[config.mk]
export PLATFORM = sky130hd
export DESIGN_NAME = tiled_scanout_address_convert_core
export DESIGN_NICKNAME = d
export VERILOG_FILES = /design/src/rtl/core/tsac_pkg.sv /design/src/rtl/core/tiled_scanout_address_convert_core.sv
export SDC_FILE = /design/constraint.sdc
export NUM_CORES = 1
export LEC_CHECK = 0
export BUFFER_PORTS_ARGS = -buffer_cell sky130_fd_sc_hd__buf_2
export CAP_MARGIN = 20
export CORE_MARGIN = 2
export CORE_UTILIZATION = 55
export DETAILED_ROUTE_END_ITERATION = 6
export GPL_TIMING_DRIVEN = 1
export PLACE_DENSITY_LB_ADDON = 0.1
export REMOVE_ABC_BUFFERS = 1
export SYNTH_ARGS = -nofsm -noshare
export SYNTH_HDL_FRONTEND = slang
export SYNTH_SLANG_ARGS = --single-unit
[constraint.sdc]
create_clock -name clk -period 28.9 [get_ports clk]
set_input_delay 2.89 -clock clk [delete_from_list [all_inputs] [get_ports clk]]
set_output_delay 2.89 -clock clk [all_outputs]
set_load 0.005 [all_outputs]
[src/rtl/core/tsac_pkg.sv]
// Shared types and constants of the tiled scanout address converter.
package tsac_pkg;

  localparam int unsigned XW = 11;
  localparam int unsigned YW = 11;
  localparam int unsigned WORDW = 32;
  localparam int unsigned PITCHW = 13;
  localparam int unsigned TWW = 14;
  localparam int unsigned THW = 12;
  localparam int unsigned AREAW = TWW + THW;
  localparam int unsigned IDXW = 26;
  localparam int unsigned ADDRW = 31;
  localparam int unsigned PIXW = 24;
  localparam int unsigned BASEW = 30;
  localparam int unsigned PADDRW = 5;

  // 32 MiB of 4-byte pixels
  localparam logic [AREAW-1:0] SURF_LIMIT_PIX = AREAW'(32'h0080_0000);

  typedef enum logic [2:0] {
    REG_ENABLE = 3'd0,
    REG_TILED  = 3'd1,
    REG_WIDTH  = 3'd2,
    REG_HEIGHT = 3'd3,
    REG_PITCH  = 3'd4,
    REG_BASE   = 3'd5,
    REG_FORMAT = 3'd6
  } reg_idx_t;

  typedef enum logic [1:0] {
    FMT_XRGB   = 2'd0,
    FMT_RGB565 = 2'd1,
    FMT_RGB332 = 2'd2
  } fmt_t;

  typedef struct packed {
    logic              ok;
    logic [PITCHW-1:0] pitch;
    logic [TWW-1:0]    tw;
  } geom_t;

endpackage

[src/rtl/core/tiled_scanout_address_convert_core.sv]
// Top level: tiled/linear scanout address generation and pixel format conversion.
//
// Input stream s_*: one beat per pixel, tdata = {guest_word, y_pos, x_pos}.
// Output stream m_*: one beat per input beat, in order.
//   m_tdata = {display_pixel, byte_address}, m_tuser = {in_frame, geometry_ok}.
// Configuration goes through the APB port; registers sit at 4*index. Write
// only while no beats are in flight; the geometry check is registered and is
// ready for a beat accepted in the cycle right after the last write.
// The path from input beat to output beat runs through an input register,
// one shared multiplier (row times pitch, or tile row times tiled pitch) with
// the address adder, then the output register. Throughput is one beat per
// cycle. The input side keeps accepting while a result waits at the output,
// as long as the internal stage is free; when the receiver stalls with both
// stages full, s_tready drops and all data holds.
// Synchronous reset clears all configuration registers (geometry invalid)
// and empties both stages.
module tiled_scanout_address_convert_core
  import tsac_pkg::*;
#(
  parameter int unsigned MAX_WIDTH = 1920,
  parameter int unsigned MAX_HEIGHT = 1200
) (
  input  logic              clk,
  input  logic              rst,
  input  logic              psel,
  input  logic              penable,
  input  logic              pwrite,
  input  logic [PADDRW-1:0] paddr,
  input  logic [31:0]       pwdata,
  output logic [31:0]       prdata,
  output logic              pready,
  input  logic              s_tvalid,
  output logic              s_tready,
  // [10:0] x_pos, [21:11] y_pos, [53:22] guest_word, [55:54] zero
  input  logic [55:0]       s_tdata,
  output logic              m_tvalid,
  input  logic              m_tready,
  // [30:0] byte_address, [54:31] display_pixel, [55] zero
  output logic [55:0]       m_tdata,
  // [0] geometry_ok, [1] in_frame
  output logic [1:0]        m_tuser
);

  logic              scanout_enable;
  logic              tiled_layout;
  logic [XW-1:0]     frame_width;
  logic [YW-1:0]     frame_height;
  logic [PITCHW-1:0] line_pitch;
  logic [31:0]       surface_base;
  logic [1:0]        display_format;

  logic      cfg_wr;
  reg_idx_t  cfg_idx;

  assign pready  = 1'b1;
  assign cfg_wr  = psel & penable & pwrite & pready;
  assign cfg_idx = reg_idx_t'(paddr[4:2]);

  always_ff @(posedge clk) begin
    if (rst) begin
      scanout_enable <= 1'b0;
      tiled_layout   <= 1'b0;
      frame_width    <= '0;
      frame_height   <= '0;
      line_pitch     <= '0;
      surface_base   <= '0;
      display_format <= '0;
    end else if (cfg_wr) begin
      case (cfg_idx)
        REG_ENABLE: scanout_enable <= pwdata[0];
        REG_TILED:  tiled_layout   <= pwdata[0];
        REG_WIDTH:  frame_width    <= pwdata[XW-1:0];
        REG_HEIGHT: frame_height   <= pwdata[YW-1:0];
        REG_PITCH:  line_pitch     <= pwdata[PITCHW-1:0];
        REG_BASE:   surface_base   <= pwdata;
        REG_FORMAT: display_format <= pwdata[1:0];
        default: ;
      endcase
    end
  end

  always_comb begin
    case (cfg_idx)
      REG_ENABLE: prdata = {31'd0, scanout_enable};
      REG_TILED:  prdata = {31'd0, tiled_layout};
      REG_WIDTH:  prdata = {21'd0, frame_width};
      REG_HEIGHT: prdata = {21'd0, frame_height};
      REG_PITCH:  prdata = {19'd0, line_pitch};
      REG_BASE:   prdata = surface_base;
      REG_FORMAT: prdata = {30'd0, display_format};
      default:    prdata = '0;
    endcase
  end

  // geometry, registered from configuration
  logic [PITCHW-1:0] pitch_c;
  logic [TWW-1:0]    tw_c;
  logic [THW-1:0]    th_c;
  logic [AREAW-1:0]  area_c;
  geom_t             geom_next;
  geom_t             geom;

  always_comb begin
    pitch_c = (line_pitch < PITCHW'(frame_width)) ? PITCHW'(frame_width) : line_pitch;
    if (tiled_layout) begin
      tw_c = (TWW'(pitch_c) + TWW'(31)) & ~TWW'(31);
      th_c = (THW'(frame_height) + THW'(31)) & ~THW'(31);
    end else begin
      tw_c = TWW'(pitch_c);
      th_c = THW'(frame_height);
    end
    area_c = AREAW'(tw_c) * AREAW'(th_c);
    geom_next.ok = scanout_enable
                 && (frame_width != '0) && (frame_height != '0)
                 && (frame_width <= XW'(MAX_WIDTH))
                 && (frame_height <= YW'(MAX_HEIGHT))
                 && (tw_c != '0) && (th_c != '0)
                 && (area_c <= SURF_LIMIT_PIX);
    geom_next.pitch = pitch_c;
    geom_next.tw    = tw_c;
  end

  always_ff @(posedge clk) begin
    if (rst) begin
      geom.ok <= 1'b0;
    end else begin
      geom.ok <= geom_next.ok;
    end
    geom.pitch <= geom_next.pitch;
    geom.tw    <= geom_next.tw;
  end

  // input stage
  logic             v1;
  logic [XW-1:0]    x1;
  logic [YW-1:0]    y1;
  logic [WORDW-1:0] word1;
  logic             en_out;

  assign en_out   = !m_tvalid || m_tready;
  assign s_tready = !v1 || en_out;

  always_ff @(posedge clk) begin
    if (rst) begin
      v1 <= 1'b0;
    end else if (s_tready) begin
      v1 <= s_tvalid;
    end
    if (s_tready) begin
      x1    <= s_tdata[10:0];
      y1    <= s_tdata[21:11];
      word1 <= s_tdata[53:22];
    end
  end

  // address and pixel
  logic [YW-1:0]    mul_a;
  logic [TWW-1:0]   mul_b;
  logic [IDXW-1:0]  prod;
  logic [IDXW-1:0]  idx;
  logic [ADDRW-1:0] addr_c;
  logic [7:0]       r_c;
  logic [7:0]       g_c;
  logic [7:0]       b_c;
  logic [PIXW-1:0]  pix_c;
  logic             in_frame_c;

  always_comb begin
    mul_a = tiled_layout ? YW'(y1[YW-1:5]) : y1;
    mul_b = tiled_layout ? geom.tw : TWW'(geom.pitch);
    prod  = IDXW'(mul_a) * IDXW'(mul_b);
    if (tiled_layout) begin
      idx = (prod << 5)
          + IDXW'({x1[10:5], y1[4:1], x1[4:2], y1[0], x1[1:0]});
      idx[5] = idx[5] ^ y1[3];
    end else begin
      idx = prod + IDXW'(x1);
    end
    addr_c = ADDRW'(surface_base[BASEW-1:0]) + ADDRW'({idx, 2'b00});

    b_c = word1[31:24];
    g_c = word1[23:16];
    r_c = word1[15:8];
    case (display_format)
      FMT_XRGB:   pix_c = {r_c, g_c, b_c};
      FMT_RGB565: pix_c = {8'd0, r_c[7:3], g_c[7:2], b_c[7:3]};
      FMT_RGB332: pix_c = {16'd0, r_c[7:5], g_c[7:5], b_c[7:6]};
      default:    pix_c = '0;
    endcase
    in_frame_c = (x1 < frame_width) && (y1 < frame_height);
  end

  // output stage
  always_ff @(posedge clk) begin
    if (rst) begin
      m_tvalid <= 1'b0;
    end else if (en_out) begin
      m_tvalid <= v1;
    end
    if (en_out) begin
      m_tuser <= {in_frame_c, geom.ok};
      m_tdata <= geom.ok ? {1'b0, pix_c, addr_c} : '0;
    end
  end

endmodule

Word level (Yosys, flattened, before mapping). Index checks and enable logic that the tools add are counted.

Input port bits: 100. Flip-flop bits (word level): 213. Output and inout port bits: 93.

$add $sub $neg: 5. Multiplexer cells: 8. Bitwise logic cells: 3. Reduce and logical (&&, ||, !) cells: 25. Equal/unequal tests: 8. Multiply operators: 2. $lt $le $gt $ge: 6.

Operators by type and width (count): $pmux W32 S7 (1); $pmux W24 S3 (1); $add A30 B28 Y31 (1); $mux W14 (2); $add A25 B11 Y26 (1); $add A26 B16 Y26 (1); $le A26 B24 Y1 const B (1); $mul A14 B12 Y26 (1); $mux W26 (1); $mul A11 B14 Y25 (1); $le A11 B11 Y1 const B (2); $lt A11 B11 Y1 (2); $reduce_bool A11 Y1 (2); $add A13 B5 Y14 const B (1); $reduce_and A2 Y1 (7); $reduce_bool A14 Y1 (1); $lt A13 B11 Y1 (1); $mux W13 (1); $add A11 B5 Y12 const B (1); $mux W12 (1); $reduce_bool A12 Y1 (1); $mux W11 (1); $eq A3 B3 Y1 const B (3); $logic_and A1 B1 Y1 (8); 10 further kinds (14).

Depth between registers and ports, before layout. Gate-level depths: netlist of run 1.

Word-level depth: 8. Gate-level depth with buffers: 39.

Least setup slack after synthesis of run 1. No wires, ideal clock.

Path type: register -> register. Start: reg tiled_layout. End: reg m_tdata[27] (data pin). Path buffers: 5. Library setup time: 0.255 ns. Period minus slack after synthesis: 9.443 ns. Data arrival time: 9.188 ns. Stages on the path, launching flop included: 37. Data required time: 28.645 ns. Path slack: 19.457 ns. Path through: dfxtp_1 clkbuf_1 clkbuf_1 buf_1 buf_1 mux2i_1 nor2_1 fa_1 inv_1 fa_1 fa_1 fa_1 inv_1 fa_1 ha_1 or3_4 a21oi_2 nor2_1 xnor2_1 ha_1 buf_2 and3_1 a221oi_1 a21oi_1 xnor2_1 o21ai_0 ha_1 a21o_1 a21o_1 a21o_1 or3_1 a31o_2 a31oi_1 a2bb2oi_1 a21boi_0 or3_1 and3_1.

Word-level cells in the longest chain between the ends: 6. Elaborated cells between the ends (all ways): 8.

RTL lines: start: declaration (RTL line tiled_scanout_address_convert_core.sv:45) `logic tiled_layout;`; start signal: assignment (RTL line tiled_scanout_address_convert_core.sv:71) `REG_TILED: tiled_layout <= pwdata[0];`; $mux W11 or $mux W14 (tied branches) (RTL line tiled_scanout_address_convert_core.sv:169, tiled_scanout_address_convert_core.sv:170); $mul A11 B14 Y25 (RTL line tiled_scanout_address_convert_core.sv:171) `prod = IDXW'(mul_a) * IDXW'(mul_b);`; $add A26 B16 Y26 (RTL line tiled_scanout_address_convert_core.sv:174) `+ IDXW'({x1[10:5], y1[4:1], x1[4:2], y1[0], x1[1:0]});`; $xor A1 B1 Y1 (RTL line tiled_scanout_address_convert_core.sv:175) `idx[5] = idx[5] ^ y1[3];`; $mux W26 (*) (RTL line tiled_scanout_address_convert_core.sv:172) `if (tiled_layout) begin`; $add A30 B28 Y31 (*) (RTL line tiled_scanout_address_convert_core.sv:179) `addr_c = ADDRW'(surface_base[BASEW-1:0]) + ADDRW'({idx, 2'b00});`; end signal: assignment (RTL line tiled_scanout_address_convert_core.sv:202) `m_tdata <= geom.ok ? {1'b0, pix_c, addr_c} : '0;`; end: declaration (RTL line tiled_scanout_address_convert_core.sv:39) `output logic [55:0] m_tdata,`.

Mark *: on every way between the ends. The rest lies on a longest branch, timed or not. A chain may end at the register's enable or synchronous reset.

Worst setup path after layout of run 1. Ends and elaborated chain as after synthesis.

==> reports/qor.yml, run 1 <==
cts:
  clk_latency_ns: 0.54
  clk_pin_slew_worst_paths_ns: 0.06
  cts_tree: "done"
  cts_setup_buffers: 0
  cts-htree-levels: 1
  cts_resized: 0
  clockRootBuffer: "clkbuf_16"
  cts.sinks: 204
  cts_inserted_buffers: 23
  cts_hold_buf: 0
  clockBufferDepth: 3
yosys:
  synth-edff-count: 103
  synth_cell_type_count: 90
  synth.avg_cell_area_sq_um: 8.96
  synthCells: 2465
  syn_area_sq_mm: 0.0221
  ys_ff_latch: 204
  ys_async_sr_fraction_pct: 0
  yosysSeqAreaShare_pct: 23.2
  ys.flop_type: "edfxtp_1"
  ys.warnings.count: 0
setup_path:
  critPathLaunchType: "flip-flop"
  cp.buffers_inverters: 1
  worstPathArrival_ns: 10.19
  cp_slowest_stage_delay_ns: 0.68
  crit_top_cell: "fa_1"
  required_ns: 29.19
  critical_path_class: "flip-flop to flip-flop"
  cp.depth: 30
  worst_path_max_delay_cell: "dfxtp_4"
  critPathTopFamily: "adder cells"
  critPathCaptureType: "flip-flop"
  reg2regPathDepth: 30
  crit_path_max_fanout: 43
sta:
  finalHoldViolCount: 0
  worst_pin_slew_ns: 0.982
  rsz0062_at_grt: "no"
  fin_tns_setup_ns: 0
  setup_viol: 0
  hold_slack_ns: 0.451
  finalMaxSlewViolations: 0
  relSlewSlack_pct: 32.6
  finalCriticalPeriod_ns: 9.89
  skew_ns: 0.00866
  max_freq_ghz: 0.101
  period_share_pct: 34.2
routing:
  drc_errors: 0
  antenna_left: 0
  wl_um: 57300
  drt_iter0_drc: 963
  drt_pass1_iterations: 5
  via_count: 17700
  routedWlPerCell_um: 18.2
  vias_per_cell: 5.62
grt:
  grt_pass1_wl_um: 93800
  grt_pass1_vias: 18200
  track_usage_pct: 28.2
  antenna_found_initial: 0
  grt-ovfl-total: 0
  grt_max_degree: 82
run_status:
  status: "completed"
place:
  portBuffers: 178
  gp_congestion: 0.889
  dp_cells: 3104
  dp_hpwl_um: 45700
layout:
  fin_util_pct: 61.0
  layout.nets: 3135
  finalNonFillerCells: 3148
  syn_to_final_growth_pct: 9.62
  drive_gt1_share_pct: 11.1
  diodes: 0
power:
  p_per_area_mw_per_mm2: 28.7
  ir_drop_uv: 48.6
  p_leak_nw: 11.1
floorplanning:
  dieArea_sq_mm: 0.0418
  start_util_pct: 55.6
  die_w_um: 204
  coreArea_sq_mm: 0.0397
  fp.dieH_um: 204
  io_pins: 193
  num_rows: 73
worst_hold_path:
  hp-class: "flip-flop to flip-flop"
  hold_depth: 2
flow_run:
  max_cap_viol_count: 0
[power by group]
part	internal [mW]	leakage, nW	total (mW)	switching, mW
logic	0.0349	8.76	0.0882	0.0532
registers	0.311	1.98	0.318	0.00718
clock network	0.167	0.359	0.288	0.120
[flip-flops by register name (all words and copies together), names as in the netlist, 11 cells and up]
name          flops
x1               11
surface_base     32
frame_width      11
word1            24
geom             28
y1               11
m_tdata          55
frame_height     11
line_pitch       13
[per-layer routing]
layer | vias up | share of wire (%) | GRT usage (%)
li1 | 8502 | - | -
met1 | 8554 | 41 | 35.5
met2 | 515 | 50 | 50.0
met3 | 121 | 5.2 | 3.30
met4 | 0 | 3.6 | 9.96
met5 | - | 0 | 0
[cells in the final DEF, fill, tap and decap left out, drive strengths merged, types with 6 or more instances in the layout]
| master | instances |
|---|---|
| a211oi | 11 |
| nor4 | 6 |
| edfxtp | 103 |
| mux2i | 50 |
| buf | 200 |
| a31oi | 17 |
| a221oi | 10 |
| nor2 | 163 |
| nand3 | 27 |
| and3 | 36 |
| nor3 | 42 |
| a22oi | 11 |
| clkbuf | 28 |
| conb | 17 |
| nand2 | 379 |
| a21oi | 153 |
| o21bai | 12 |
| o21ai | 83 |
| or3 | 11 |
| a21o | 47 |
| clkinv | 10 |
| o31ai | 6 |
| nor2b | 23 |
| dfxtp | 101 |
| nand4 | 14 |
| ha | 199 |
| o211ai | 8 |
| xnor2 | 70 |
| inv | 285 |
| o211a | 6 |
| mux2 | 21 |
| nand2b | 29 |
| and2 | 90 |
| fa | 230 |
| o21a | 16 |
| xor2 | 36 |
[stage by stage]
| step | area [sq um] | total power [mW] | setup WS (ns) |
|---|---|---|---|
| after global routing | 24200 | 0.720 | 18.49 |
| after CTS | 24200 | 0.698 | 19.00 |
| after global placement | 23500 | 0.410 | 19.22 |
| final | 24200 | 0.694 | 19.01 |
| after detailed placement | 23500 | 0.412 | 19.05 |
| after floorplan | 21700 | 0.378 | 18.01 |
[area by class of cell]
type	instances	area [sq um]
Multi-Input combinational cell	1893	15600
Fill cell	3513	15500
Sequential cell	204	5120
Inverter	284	1070
Timing Repair Buffer	200	1060
Tap cell	525	657
Clock buffer	28	604
Clock inverter	14	134
[final timing paths]
check	from	endpoint	slack, ns
setup / recovery	tiled_layout	m_tdata[27]	19.01
hold / removal	surface_base[30]	surface_base[30]	0.45
setup reg to reg	tiled_layout	m_tdata[27]	19.01
hold reg to reg	surface_base[30]	surface_base[30]	0.45
[Yosys cell counts (all sizes together) (42+ instances only)]
library cell,count,area share (%)
nand2,379,6.5
inv,283,4.8
fa,230,21
ha,199,11
nor2,163,2.8
a21oi,153,3.5
edfxtp,103,14
dfxtp,101,9.2
and2,90,2.5
o21ai,83,1.9
clkbuf,81,1.4
xnor2,70,2.9
mux2i,50,2.3
a21o,47,1.6
nor3,42,0.95
[worst min-delay path, stage by stage (launching register included)]
cell and delay, ns:
dfxtp_1 0.30, nand2_1 0.05, a21oi_1 0.05
[cells by family (layout without fill, tap and decap cells)]
logic type / count (synthesis) / count (layout) / share of synthesized area (%)
xor+xnor: 106 / 106 / 4.32
buf+inv: 383 / 526 / 6.64
other cells: 2 / 17 / 0.0340
mux: 71 / 71 / 3.34
compound gates: 428 / 428 / 12.6
fa+ha+maj: 429 / 429 / 32.1
simple gates: 842 / 842 / 17.8
flops: 204 / 204 / 23.2
Note: power is estimated with default switching activity, not from simulation.
==> run 2, diff against run 1 <==
- ABC_AREA: not set -> 1
- clock period: 28.9 -> 9.8 ns (I/O delays scaled with it)
==> run 2 against run 1 <==
Total power rose to 4.5 times the previous value. First-iteration DRC count increased by 33%. Worst setup slack worse by 18 ns. Critical path type unchanged. Critical endpoint is now m_tdata[26]. Largest cell class unchanged.
==> reports/qor.yml, run 2 <==
place:
  dp_hpwl_um: 48900
  dp_cells: 3420
  pre_cts_ws_ns: 1.21
  portBuffers: 178
  gp_congestion: 0.941
  placed_cell_area_sq_mm: 0.0231
sta:
  hold_slack_ns: 0.458
  finalMaxSlewViolations: 0
  fin_tns_setup_ns: 0
  worst_pin_slew_ns: 0.896
  finalCriticalPeriod_ns: 8.79
  skew_ns: 0.0157
  finalHoldViolCount: 0
  max_freq_ghz: 0.114
  relSlewSlack_pct: 40.1
  setup_viol: 0
  rsz0062_at_grt: "no"
  period_share_pct: 89.7
  timing.final.ws_setup_ns: 1.01
cts:
  clk_latency_ns: 0.54
  clockRootBuffer: "clkbuf_16"
  cts-htree-levels: 1
  clk_pin_slew_worst_paths_ns: 0.06
  cts.sinks: 204
  cts_inserted_buffers: 23
  cts_hold_buf: 0
  cts_resized: 0
  cts_tree: "done"
  cts_setup_buffers: 0
  clockBufferDepth: 3
yosys:
  yosysSeqAreaShare_pct: 23.6
  ys_ff_latch: 204
  netlist.area_leader.share_pct: 21.2
  synth.avg_cell_area_sq_um: 7.87
  synth_top_cell_by_area: "fa_1"
  synth_common_cells: "nand2_1, inv_1, nor2_1"
  ys.warnings.count: 0
  synth.area.top_cells: "fa_1, edfxtp_1, ha_1"
  ys.flop_type: "edfxtp_1"
  ys_async_sr_fraction_pct: 0
  synth_cell_type_count: 54
  syn_area_sq_mm: 0.0217
  synthCells: 2754
  yosysMostFrequentCell: "nand2_1"
  synth-edff-count: 103
floorplanning:
  die_w_um: 203
  num_rows: 72
  dieArea_sq_mm: 0.0410
  fp.dieH_um: 203
  io_pins: 193
  coreArea_sq_mm: 0.0388
  start_util_pct: 55.8
setup_path:
  required_ns: 10.05
  cp_slowest_stage_delay_ns: 0.62
  worstPathArrival_ns: 9.03
  critical_path_class: "flip-flop to flip-flop"
  critPathCaptureType: "flip-flop"
  crit_top_cell: "nand2_1"
  crit_path_max_fanout: 30
  r2r_slack_ns: 1.01
  worst_path_max_delay_cell: "dfxtp_2"
  critPathLaunchType: "flip-flop"
layout:
  largestRegisters: "m_tdata: 55 flops, surface_base: 32 flops, geom: 28 flops"
  finalInstanceArea_sq_mm: 0.0239
  drive_gt1_share_pct: 9.71
  final_cell_mix: "nand2_1, inv_1, nor2_1"
  layout.nets: 3457
  largest_reg_flops: 55
  syn_to_final_growth_pct: 10.1
  fillerInstances: 3580
  diodes: 0
  finalNonFillerCells: 3463
  regMostFlops: "m_tdata"
  final_common_cell: "nand2_1"
worst_hold_path:
  hp-class: "flip-flop to flip-flop"
power:
  ir_drop_uv: 140
  p_leak_nw: 11.7
  p_per_area_mw_per_mm2: 132
grt:
  grt_pass1_vias: 19000
  grt-ovfl-total: 0
  track_usage_pct: 29.9
  grt_max_degree: 71
  antenna_found_initial: 1
  grt_pass1_wl_um: 97600
flow_run:
  max_cap_viol_count: 0
routing:
  drt_iter0_drc: 1279
  via_count: 18800
  routed.top_layer: "met5"
  antenna_left: 0
  routedWlPerCell_um: 17.3
  drt_pass1_iterations: 7
  wl_um: 59900
  vias_per_cell: 5.42
  dr_wl_met3_um: 3720
  met1Wirelength_um: 25200
  wl_met2_um: 29100
  drc_errors: 0
run_status:
  status: "completed"
==> run 2: logic make-up after synthesis <==
kind of cell	after synthesis	share of synthesized area, %
multiplexers	2	0.0923
AO/OA/AOI/OAI	495	12.5
adder cells (fa/ha/maj)	429	32.7
flip-flops	204	23.6
XOR/XNOR	49	2.05
AND/OR/NAND/NOR	994	18.7
other	2	0.0346
buffers and inverters	579	10.2
==> run 2: worst max-delay path, delay by kind of cell (launching register included) <==
| family | cells | cell delay, ns |
|---|---|---|
| adders and majority gates | 7 | 3.22 |
| DFF | 1 | 0.62 |
| AOI/OAI and AO/OA | 11 | 2.11 |
| and+or+nand+nor | 10 | 1.35 |
| xor gates and xnor gates | 1 | 0.35 |
| buffers and inverters | 5 | 0.82 |
==> run 2: final timing paths <==
path,cells after the start,startpoint,endpoint
hold reg to reg,2,surface_base[30],surface_base[30]
hold / removal,2,surface_base[30],surface_base[30]
setup / recovery,34,tiled_layout,m_tdata[26]
setup reg to reg,34,tiled_layout,m_tdata[26]
==> run 2: power breakdown <==
part	leakage [nW]	switching (mW)	internal, mW
Combinational	9.33	0.895	0.453
Sequential	1.98	0.0270	0.930
Clock	0.358	0.360	0.483
Total	11.7	1.28	1.87
==> run 2: area by class of cell <==
class | count | area [sq um] | area share, %
timing repair buffer | 194 | 1010 | 4.23
clock buffer | 28 | 626 | 2.62
tap | 518 | 648 | 2.71
multi-input combinational | 1986 | 14400 | 60.4
inverter | 519 | 1950 | 8.16
sequential | 204 | 5120 | 21.4
clock inverter | 14 | 110 | 0.461
==> run 2: stage by stage <==
step / total power, mW / utilization [%]
finish: 3.15 / 61.5
global route: 3.38 / 61.5
CTS: 3.15 / 61.5
detailed placement: 2.30 / 59.6
global placement: 2.29 / 59.6
floorplan: 1.93 / -
==> run 2: metal layers <==
metal | vias to the layer above | global-route usage, %
li1 | 9096 | -
met1 | 8884 | 39.1
met2 | 654 | 51.7
met3 | 125 | 3.92
met4 | 2 | 9.20
met5 | - | 0
==> run 3, diff against run 2 <==
- CORE_UTILIZATION: 55 -> 35
==> run 3 against run 2 <==
Critical path depth is 2 lower. Flip-flop and latch count stayed put. Die area is 56% higher. Critical path type unchanged.
==> reports/qor.yml, run 3 (synthesis results as in run 2) <==
sta:
  rsz0062_at_grt: "no"
  finalHoldViolCount: 0
  finalMaxSlewViolations: 0
  hold_slack_ns: 0.455
  finalCriticalPeriod_ns: 8.67
  setup_viol: 0
  skew_ns: 0.0211
  fin_tns_setup_ns: 0
  timing.final.ws_setup_ns: 1.13
  relSlewSlack_pct: 37.3
  max_freq_ghz: 0.115
  period_share_pct: 88.4
  worst_pin_slew_ns: 0.936
layout:
  final_common_cell: "nand2_1"
  largest_reg_flops: 55
  finalInstanceArea_sq_mm: 0.0243
  regMostFlops: "m_tdata"
  multiInputGateArea_sq_mm: 0.0144
  fillerInstances: 6435
  fin_util_pct: 39.5
  finalNonFillerCells: 3742
  syn_to_final_growth_pct: 12.1
  final_cell_mix: "nand2_1, inv_1, nor2_1"
  drive_gt1_share_pct: 9.93
  largestRegisters: "m_tdata: 55 flops, surface_base: 32 flops, geom: 28 flops"
  seqCellArea_sq_mm: 0.00512
  layout.nets: 3460
routing:
  vias_per_cell: 4.93
  antenna_left: 0
  drc_errors: 0
  drt_pass1_iterations: 5
  via_count: 18500
  routedWlPerCell_um: 17.7
  wl_um: 66100
  drt_iter0_drc: 1048
floorplanning:
  die_w_um: 253
  fp.dieH_um: 253
  num_rows: 91
  io_pins: 193
  coreArea_sq_mm: 0.0615
  start_util_pct: 35.3
  dieArea_sq_mm: 0.0640
worst_hold_path:
  whs_endpoint: "geom[26]"
  hp-class: "flip-flop to flip-flop"
  hold_depth: 0
  min-delay-start: "line_pitch[12]"
setup_path:
  worst_path_max_delay_cell: "dfxtp_2"
  worstPathArrival_ns: 8.97
  cp.buffers_inverters: 4
  r2r_end: "m_tdata[29]"
  crit_path_max_fanout: 27
  reg2regPathDepth: 32
  critical_path_class: "flip-flop to flip-flop"
  r2r_slack_ns: 1.13
  reg2reg_from: "tiled_layout"
  required_ns: 10.10
  critPathTopFamily: "adder cells"
  critPathCaptureType: "flip-flop"
  critPathLaunchType: "flip-flop"
  cp_slowest_stage_delay_ns: 0.64
power:
  total_power_mw: 3.24
  p_leak_nw: 11.7
  ir_drop_uv: 168
  p_per_area_mw_per_mm2: 133
flow_run:
  max_cap_viol_count: 0
place:
  gp_congestion: 0.872
  placed_cell_area_sq_mm: 0.0235
  portBuffers: 178
  dp_cells: 3694
  pre_cts_ws_ns: 1.23
  dp_hpwl_um: 54500
grt:
  track_usage_pct: 20.7
  grt_pass1_vias: 18700
  grt-ovfl-total: 0
  antenna_found_initial: 3
  grt_pass1_wl_um: 104000
  grt_max_degree: 66
cts:
  cts_hold_buf: 0
  clockRootBuffer: "clkbuf_16"
  cts_inserted_buffers: 25
  cts-htree-levels: 1
  cts.sinks: 204
  clockBufferDepth: 3
  clk_pin_slew_worst_paths_ns: 0.06
  cts_setup_buffers: 0
  clk_latency_ns: 0.56
  cts_tree: "done"
  cts_resized: 0
run_status:
  status: "completed"
## run 3: cell types whose count changed in the layout (fill, tap and decap cells not counted), sizes merged
cell and change:
buf +2, diode +2, clkinv +1, clkbuf +2, clkinvlp -1, bufinv +1
## run 3: metal layers
| layer | vias to the layer above | routed length, um | global-route usage [%] |
|---|---|---|---|
| met2 | 403 | 31600 | 35.2 |
| met5 | - | 13 | 0 |
| met3 | 96 | 2780 | 2.35 |
| met1 | 8836 | 29800 | 27.8 |
| li1 | 9117 | - | - |
| met4 | 2 | 1970 | 6.10 |
## run 3: layout make-up
type                    count  area share (%)
well taps                 790            4.07
clock inverters            15           0.618
flip-flops and latches    204            21.0
repair buffers            195            4.19
clock buffers              31            2.71
diodes                      2          0.0206
multi-input cells        1986            59.3
inverters                 519            8.01
## run 3: worst max-delay path by stage
stage | startpoint | endpoint | slack (ns) | cells past startpoint
after floorplan | tiled_layout | m_tdata[26] | 0.79 | 36
after global placement | tiled_layout | m_tdata[29] | 1.24 | 32
after detailed placement | tiled_layout | m_tdata[26] | 1.23 | 33
after CTS | tiled_layout | m_tdata[26] | 1.21 | 33
after global routing | tiled_layout | m_tdata[29] | 0.41 | 32
final | tiled_layout | m_tdata[29] | 1.13 | 32
## run 3: power breakdown
part	switching, mW	internal, mW
clock network	0.388	0.534
registers	0.0272	0.930
logic	0.905	0.453
